<file path="src/rtl/wfr_pkg.sv">
// Shared types, widths and constants for the world-to-body frame rotation.
// Holds the request/result structs, the CORDIC cell data and the arctangent table.
// No dependencies.
`default_nettype none

package wfr_pkg;

    localparam int CORDIC_STAGES_DEF   = 16;
    localparam int COORD_FRAC_BITS_DEF = 8;
    localparam int ATAN_ENTRIES        = 24;

    localparam int ANG_W = 16;
    localparam int POS_W = 32;
    localparam int CM_W  = 32;
    localparam int D_W   = POS_W + 1;
    localparam int Z_W   = 33;
    localparam int XY_W  = 34;
    localparam int SC_W  = 32;
    localparam int P_W   = D_W + SC_W;
    localparam int R_W   = P_W + 1;

    localparam logic signed [XY_W-1:0] CORDIC_GAIN_Q30 = 34'sh026DD3B6A;
    localparam logic signed [Z_W-1:0]  ANG_QUARTER     = 33'sh040000000;
    localparam logic signed [Z_W-1:0]  ANG_HALF        = 33'sh080000000;

    typedef struct packed {
        logic signed [ANG_W-1:0] yaw_angle;
        logic signed [POS_W-1:0] target_east;
        logic signed [POS_W-1:0] target_north;
        logic signed [POS_W-1:0] vehicle_east;
        logic signed [POS_W-1:0] vehicle_north;
    } wfr_req_t;

    typedef struct packed {
        logic signed [CM_W-1:0] body_x_cm;
        logic signed [CM_W-1:0] body_y_cm;
    } wfr_res_t;

    typedef struct packed {
        logic signed [XY_W-1:0] x;
        logic signed [XY_W-1:0] y;
        logic signed [Z_W-1:0]  z;
        logic signed [D_W-1:0]  dx;
        logic signed [D_W-1:0]  dy;
        logic                   flip;
    } wfr_cell_t;

    function automatic logic signed [Z_W-1:0] atan_units(input int unsigned idx);
        logic signed [Z_W-1:0] a;
        unique case (idx)
            0:       a = 33'sh020000000;
            1:       a = 33'sh012E4051E;
            2:       a = 33'sh009FB385B;
            3:       a = 33'sh0051111D4;
            4:       a = 33'sh0028B0D43;
            5:       a = 33'sh00145D7E1;
            6:       a = 33'sh000A2F61E;
            7:       a = 33'sh000517C55;
            8:       a = 33'sh00028BE53;
            9:       a = 33'sh000145F2F;
            10:      a = 33'sh0000A2F98;
            11:      a = 33'sh0000517CC;
            12:      a = 33'sh000028BE6;
            13:      a = 33'sh0000145F3;
            14:      a = 33'sh00000A2FA;
            15:      a = 33'sh00000517D;
            16:      a = 33'sh0000028BE;
            17:      a = 33'sh00000145F;
            18:      a = 33'sh000000A30;
            19:      a = 33'sh000000518;
            20:      a = 33'sh00000028C;
            21:      a = 33'sh000000146;
            22:      a = 33'sh0000000A3;
            23:      a = 33'sh000000051;
            default: a = '0;
        endcase
        return a;
    endfunction

endpackage

`default_nettype wire

</file>
<file path="src/rtl/wfr_to_cm.sv">
// Converts the two rotated sums to centimetres: magnitude, times 100 by
// shift and add, truncate toward zero, saturate. Four stages.
// Depends on wfr_pkg.
`default_nettype none

module wfr_to_cm
    import wfr_pkg::*;
#(
    parameter int COORD_FRAC_BITS = COORD_FRAC_BITS_DEF
)
(
    input  wire logic             clk,
    input  wire logic             rst_n,
    input  wire logic             in_valid,
    input  wire logic signed [R_W-1:0] rot_x,
    input  wire logic signed [R_W-1:0] rot_y,
    output logic                  out_valid,
    output wfr_res_t              result
);

    localparam int SH    = COORD_FRAC_BITS + 30;
    localparam int MAG_W = R_W;
    localparam int M3_W  = MAG_W + 2;
    localparam int PR_W  = MAG_W + 7;
    localparam int CMW   = PR_W - SH;
    localparam logic [PR_W-1:0] POS_LIMIT = PR_W'(64'h7FFFFFFF);
    localparam logic [PR_W-1:0] NEG_LIMIT = PR_W'(64'h80000000);

    logic [3:0]             valid_reg;
    logic signed [R_W-1:0]  rot [2];
    logic [2:0]             neg_reg [2];
    logic [MAG_W-1:0]       mag_reg [2];
    logic [MAG_W-1:0]       mag2_reg [2];
    logic [M3_W-1:0]        m3_reg [2];
    logic [PR_W-1:0]        prod [2];
    logic [PR_W-1:0]        prod_sh [2];
    logic [CMW-1:0]         cm_reg [2];
    logic [PR_W-1:0]        cm_ext [2];
    logic [PR_W-1:0]        cm_neg [2];
    logic [CM_W-1:0]        sat_next [2];
    logic [CM_W-1:0]        sat_reg [2];

    assign rot[0] = rot_x;
    assign rot[1] = rot_y;

    always_comb
    begin
        for (int k = 0; k < 2; k++)
        begin
            prod[k]    = (PR_W'(m3_reg[k]) << 5) + (PR_W'(mag2_reg[k]) << 2);
            prod_sh[k] = prod[k] >> SH;
            cm_ext[k]  = PR_W'(cm_reg[k]);
            cm_neg[k]  = PR_W'(0) - cm_ext[k];
            if (neg_reg[k][2])
            begin
                sat_next[k] = (cm_ext[k] > NEG_LIMIT) ? NEG_LIMIT[CM_W-1:0]
                                                      : cm_neg[k][CM_W-1:0];
            end
            else
            begin
                sat_next[k] = (cm_ext[k] > POS_LIMIT) ? POS_LIMIT[CM_W-1:0]
                                                      : cm_ext[k][CM_W-1:0];
            end
        end
    end

    always_ff @(posedge clk or negedge rst_n)
    begin
        if (!rst_n)
        begin
            valid_reg <= '0;
        end
        else
        begin
            valid_reg <= {valid_reg[2:0], in_valid};
        end
    end

    always_ff @(posedge clk)
    begin
        for (int k = 0; k < 2; k++)
        begin
            neg_reg[k]  <= {neg_reg[k][1:0], rot[k][R_W-1]};
            mag_reg[k]  <= rot[k][R_W-1] ? MAG_W'(-rot[k]) : MAG_W'(rot[k]);
            m3_reg[k]   <= (M3_W'(mag_reg[k]) << 1) + M3_W'(mag_reg[k]);
            mag2_reg[k] <= mag_reg[k];
            cm_reg[k]   <= prod_sh[k][CMW-1:0];
            sat_reg[k]  <= sat_next[k];
        end
    end

    assign out_valid        = valid_reg[3];
    assign result.body_x_cm = $signed(sat_reg[0]);
    assign result.body_y_cm = $signed(sat_reg[1]);

endmodule

`default_nettype wire

</file>
<file path="config.mk">
export PLATFORM = sky130hd
export DESIGN_NAME = wfr_to_cm
export DESIGN_NICKNAME = d
export VERILOG_FILES = /design/src/rtl/wfr_pkg.sv /design/src/rtl/wfr_to_cm.sv
export SDC_FILE = /design/constraint.sdc
export NUM_CORES = 1
export LEC_CHECK = 0
export CAP_MARGIN = 10
export CORE_UTILIZATION = 53
export DETAILED_ROUTE_END_ITERATION = 10
export DONT_BUFFER_PORTS = 1
export PLACE_DENSITY = 0.68
export SLEW_MARGIN = 0
export SYNTH_ARGS = -nofsm -noshare
export SYNTH_HDL_FRONTEND = slang
export SYNTH_SLANG_ARGS = --single-unit
</file>
<file path="constraint.sdc">
create_clock -name clk -period 5.4 [get_ports clk]
set_input_delay 0.54 -clock clk [delete_from_list [all_inputs] [get_ports clk]]
set_output_delay 0.54 -clock clk [all_outputs]
set_load 0.005 [all_outputs]
</file>
==> results of run 1 <==
-- per-layer routing --
metal	vias up	wire, µm
met2	705	35780
li1	12120	-
met5	-	0
met1	11400	35190
met4	0	2370
met3	152	3752
-- worst min path at each step --
stage	startpoint	cells past startpoint	end
4_1_cts	rot_x[28]	1	mag_reg[0][28]
3_3_place_gp	rst_n	0	valid_reg[0]
3_5_place_dp	rst_n	0	valid_reg[3]
6_report	rot_y[47]	1	mag_reg[0][113]
5_1_grt	rot_y[47]	1	mag_reg[0][113]
2_1_floorplan	rst_n	0	valid_reg[0]
-- worst max-delay path: cells and delay by family (launching register included) --
family                     cells  cell delay (ns)
buffers and inverters          2             0.31
DFF                            1             0.36
and+or+nand+nor                6             2.73
AOI/OAI and AO/OA              2             0.76
adders and majority gates      1             0.18
-- cell families after synthesis --
group | synth area share, %
simple gates | 15.47
flops | 37.28
compound gates | 23.25
xor+xnor | 9.621
buf+inv | 2.844
fa+ha+maj | 11.55
-- layout make-up --
cell class	count	share of cell area, %
multi-input cells	2501	53.37
flip-flops and latches	538	33.22
clock buffers	75	4.946
repair buffers	99	3.005
well taps	696	2.681
clock inverters	31	1.537
inverters	105	1.213
diodes	4	0.03082
-- layout by cell type (no fill, tap or decap), types with 28 or more instances in the layout --
cell type,synthesis,layout
a21o_1,146,146
a21oi_1,293,293
a31oi_1,34,34
clkbuf_16,0,59
dfxtp_1,534,534
dlygate4sd3_1,0,93
ha_1,264,264
inv_1,105,105
nand2_1,253,253
nand2b_1,28,28
nand3_1,60,60
nand4_1,81,81
nor2_1,161,161
nor3_1,54,54
o21ai_0,217,217
o21bai_1,45,45
o311ai_1,30,30
o31ai_1,49,49
or3_1,47,47
or4_1,36,36
xnor2_1,252,252
xor2_1,66,66
-- where the power goes --
group / internal, mW / leakage, nW / total, mW / switching (mW)
sequential: 5.17 / 4.55 / 6.05 / 0.885
combinational: 2.70 / 8.00 / 6.42 / 3.72
clock: 2.71 / 1.03 / 4.34 / 1.63
==> out/metrics.csv, run 1 <==
metric;value;unit
critical_path.endpoint;sat_reg[0][3];
fill_cells;4708;
max_stage_delay;0.60;ns
largest_reg_flops;136;
coreArea;53920;µm²
die_x;235.7;µm
leakagePower;13.59;nW
holdBufCountCts;93;
clk_latency;0.61;ns
whs;0.02886;ns
clockBufferDepth;3;
required;5.87;ns
post-route-period-util;83.25;%
critPathLaunchType;flop;
synth.largest_area_cell;dfxtp_1;
cts_tree;built;
drc;0;
worstSetupPathType;flop to flop;
synth_fp_nets;3659;
ys.flop_type;dfxtp_1;
syn_area_per_cell;8.885;µm²
synthArstFlopShare;0.7435;%
ys_types;81;
final_core_util;60.24;%
power.density;517.6;nW/µm²
areaGrowthSynthToFinish;12.21;%
path_common_cell;or4_1;
relSlewSlack;40.70;%
drtIter0Drc;1404;
drt_wl_total;77.09;mm
reg2reg_to;sat_reg[0][3];
synth.most_common_cell;dfxtp_1;
clockRootBuffer;clkbuf_16;
syn_inst;3258;
skew;0.01416;ns
period_needed;4.495;ns
numClockSinks;538;
hold_viol;0;
synth_area_leaders;dfxtp_1, ha_1, xnor2_1;
placedCellCount;3846;
drtPass1Iterations;6;
fin_cells;4049;
multi_input_comb_area;17330;µm²
hp-class;input port to flop;
crit_chain;inv_1 > ha_1 > or3b_2 > or4_1 > nor4_1 > nand4b_1 > or4_1 > a21oi_1 > buf_4 > nand2_1 > o311ai_0;
gr-usage-met3;3.799;%
start_util;53.69;%
max_freq;222.5;MHz
place_area;29430;µm²
dieArea;55560;µm²
grt_pass1_vias;23610;
place_hpwl;58.98;mm
finish.instance_area;32480;µm²
cap_violations;0;
irDropWorstVdd;0.0002811;V
htree_num_levels;2;
drv_slew;0;
critPathCaptureType;flop;
reg2reg_slack;0.90;ns
reg2regPathDepth;11;
synth_common_cells;dfxtp_1, a21oi_1, ha_1;
nNetsFinal;3703;
slowest_stage;o311ai_0;
cts_buffers;57;
grt_max_degree;68;
die_h;235.7;µm
grt_pass1_wl;123.2;mm
vias_per_cell;6.021;
synth_enable_flop_cells;0;
worstMarginPinSlew;0.8813;ns
grtUsageMet1;34.91;%
r2r-start;cm_reg[0][0];
setup_viol;0;
rsz0062_at_grt;no;
vias;24380;
worstPathArrival;4.97;ns
grt_usage;27.08;%
antenna_left;0;
synth_top_cell_area_share;36.93;%
overflow;0;
worst-path-max-fanout;25;
status;complete, no violations;
place_congestion;0.9421;
wl_per_cell;19.04;µm
drive_gt1_share;4.210;%
busiest_layer;met2;
place_ws;1.048;ns
yosysWarnings;0;
seqCellArea;10790;µm²
post_cts_buffers;0;
synth_seq_cells;538;
cts.clk_slew.worst_paths;0.06;ns
portBuffers;0;
syn_area;28950;µm²
rows;85;
critPathLaunch;cm_reg[0][0];
use_met2;46.23;%
setup_tns;0;ns
seq_area_frac_synth;37.28;%
cts.repair.resized;0;
setup_ws;0.9046;ns
antenna_found_initial;0;
ios;200;
total_power;16.81;mW
No activity file was read; power rests on OpenSTA's default activity.
==> inputs of run 2 (changes only) <==
PLACE_DENSITY = 0.71   (was 0.68)
clock period = 3.6 ns   (was 5.4 ns; I/O delays follow)
==> out/metrics.csv, run 2 (synthesis results as in run 1) <==
metric;value;unit;change
antenna_cells;0;;was 4
intPower;16.26;mW;was 10.57 mW
leakagePower;14.61;nW;was 13.59 nW
power_frac_seq;34.7;%;was 36.0%
grt_pass1_wl;129.1;mm;was 123.2 mm
period_needed;3.800;ns;was 4.495 ns
cap_violations;0;;unchanged
worstPathArrival;4.27;ns;was 4.97 ns
hold_viol;0;;unchanged
vias_per_cell;5.985;;was 6.021
drt_wl_total;80.45;mm;was 77.09 mm
max_stage_delay;0.53;ns;was 0.60 ns
switching_share;37.20;%;was 37.12%
htree_num_levels;2;;unchanged
die_x;235.7;µm;unchanged
clockBufferDepth;3;;unchanged
multi_input_comb_area;17490;µm²;was 17330 µm²
place_hpwl;60.53;mm;was 58.98 mm
slowest_stage;or4b_4;;was o311ai_0
coreArea;53920;µm²;unchanged
critPathLaunchType;flop;;unchanged
switchingPower;9.633;mW;was 6.241 mW
antenna_left;0;;unchanged
start_util;53.69;%;unchanged
die_h;235.7;µm;unchanged
required;4.07;ns;was 5.87 ns
drc;0;;unchanged
grt_max_degree;68;;unchanged
grt_pass1_vias;25380;;was 23.61k
rsz0062_at_grt;yes;;was no
rows;85;;unchanged
worst-path-max-fanout;4;;was 25
drtIter0Drc;1625;;was 1404
portBuffers;0;;unchanged
clk_latency;0.62;ns;was 0.61 ns
drv_slew;0;;unchanged
largest_reg_flops;136;;unchanged
setup_ws;-0.1995;ns;was 0.9046 ns
drive_gt1_share;8.364;%;was 4.210%
relSlewSlack;50.84;%;was 40.70%
worstSetupPathType;flop to flop;;unchanged
critPathCaptureType;flop;;unchanged
worstMarginPinSlew;0.7365;ns;was 0.8813 ns
path_common_cell;or3_4;;was or4_1
skew;0.009826;ns;was 0.01416 ns
final_core_util;64.02;%;was 60.24%
fill_cells;4516;;was 4708
layout_common_cells;dfxtp_1, a21oi_1, ha_1;;unchanged
ios;200;;unchanged
cts_buffers;58;;was 57
place_ws;-0.1897;ns;was 1.048 ns
crit_chain;or4_1 > or4b_4 > or4_4 > or3_4 > or3_4 > or3_4 > or3_4 > nor3_4 > xor2_1 > a31oi_1;;was inv_1 > ha_1 > or3b_2 > or4_1 > nor4_1 > nand4b_1 > or4_1 > a21oi_1 > buf_4 > nand2_1 > o311ai_0
overflow;0;;unchanged
numClockSinks;538;;unchanged
final_common_cell;dfxtp_1;;unchanged
hp-class;input port to flop;;unchanged
setup_viol;2;;was 0
nNetsFinal;3914;;was 3703
antenna_found_initial;0;;unchanged
pwr-share-clk;25.1;%;was 25.8%
setup_tns;-0.2646;ns;was 0 ns
clockRootBuffer;clkbuf_16;;unchanged
pwr-share-comb;40.1;%;was 38.2%
drtPass1Iterations;5;;was 6
dieArea;55560;µm²;unchanged
power.density;750.2;nW/µm²;was 517.6 nW/µm²
cts_tree;built;;unchanged
areaGrowthSynthToFinish;19.24;%;was 12.21%
seqCellArea;10790;µm²;unchanged
status;complete, but fails checks;;was complete, no violations
post-route-period-util;105.5;%;was 83.25%
place_congestion;0.9134;;was 0.9421
wl_per_cell;18.89;µm;was 19.04 µm
max_freq;263.2;MHz;was 222.5 MHz
cts.clk_slew.worst_paths;0.06;ns;about the same
grt_usage;28.35;%;was 27.08%
vias;25490;;was 24.38k
irDropWorstVdd;0.0004068;V;was 0.0002811 V
violations;negative setup slack;;
## run 2: repair_timing
| action | CTS | global route |
|---|---|---|
| hold buffers | 182 | 2 |
| pin swaps | 2 | 5 |
| hold endpoints to repair | 139 | 1 |
| gates cloned | 0 | 0 |
| endpoints found under the setup margin | 1 | 86 |
| gates resized for setup | 0 | 36 |
| buffers inserted | 0 | 1 |
## run 2: power by group through the flow
stage	sequential, mW	clock (mW)	combinational, mW
finish	8.99	6.51	10.4
global route	9.16	6.88	11.5
CTS	8.97	6.62	10.2
detailed placement	9.09	0	9.88
global placement	9.07	0	9.73
floorplan	8.63	0	7.39
## run 2: path summary, 6_finish.rpt
| check | start | to | slack, ns | cells after the start |
|---|---|---|---|---|
| min in group asynchronous | rst_n | valid_reg[3] | 0.56 | 2 |
| hold reg to reg | neg_reg[0][1] | neg_reg[0][2] | 0.33 | 0 |
| max in group asynchronous | rst_n | valid_reg[2] | 2.88 | 2 |
| setup reg to reg | cm_reg[0][50] | sat_reg[0][63] | -0.20 | 10 |
| hold / removal | rot_x[36] | mag_reg[0][37] | 0.03 | 2 |
| setup / recovery | cm_reg[0][50] | sat_reg[0][63] | -0.20 | 10 |
## run 2: layout make-up
| type | count | area share, % |
|---|---|---|
| clock buffers | 76 | 4.937 |
| multi-input cells | 2501 | 50.67 |
| well taps | 696 | 2.523 |
| inverters | 105 | 1.142 |
| clock inverters | 34 | 1.301 |
| flip-flops and latches | 538 | 31.26 |
| repair buffers | 309 | 8.170 |
## run 2: critical path, delay by kind of cell, from the launching register on
| family | cells | cell delay [ns] |
|---|---|---|
| AND/OR/NAND/NOR | 8 | 3.08 |
| AO/OA/AOI/OAI | 1 | 0.11 |
| XOR/XNOR | 1 | 0.17 |
| flip-flops | 1 | 0.30 |
## run 2: routing by layer
layer  global-route usage (%)  vias up  part of all wire (%)
li1                         -    12550                     -
met2                    48.23      732                    47
met5                        0        -                     0
met1                    36.06    12010                    45
met3                    4.163      199                   4.9
met4                    11.09        0                   3.8
## run 2: through the flow
step	hold WS (ns)	instance area, µm²	instances	total power, mW
4_1_cts	0.001658	34350	4256	25.79
2_1_floorplan	0.06441	28960	3258	16.02
3_3_place_gp	0.06448	30350	3964	18.80
6_report	0.02888	34520	4259	25.90
5_1_grt	0.02002	34520	4259	27.54
3_5_place_dp	0.06447	30350	3964	18.97
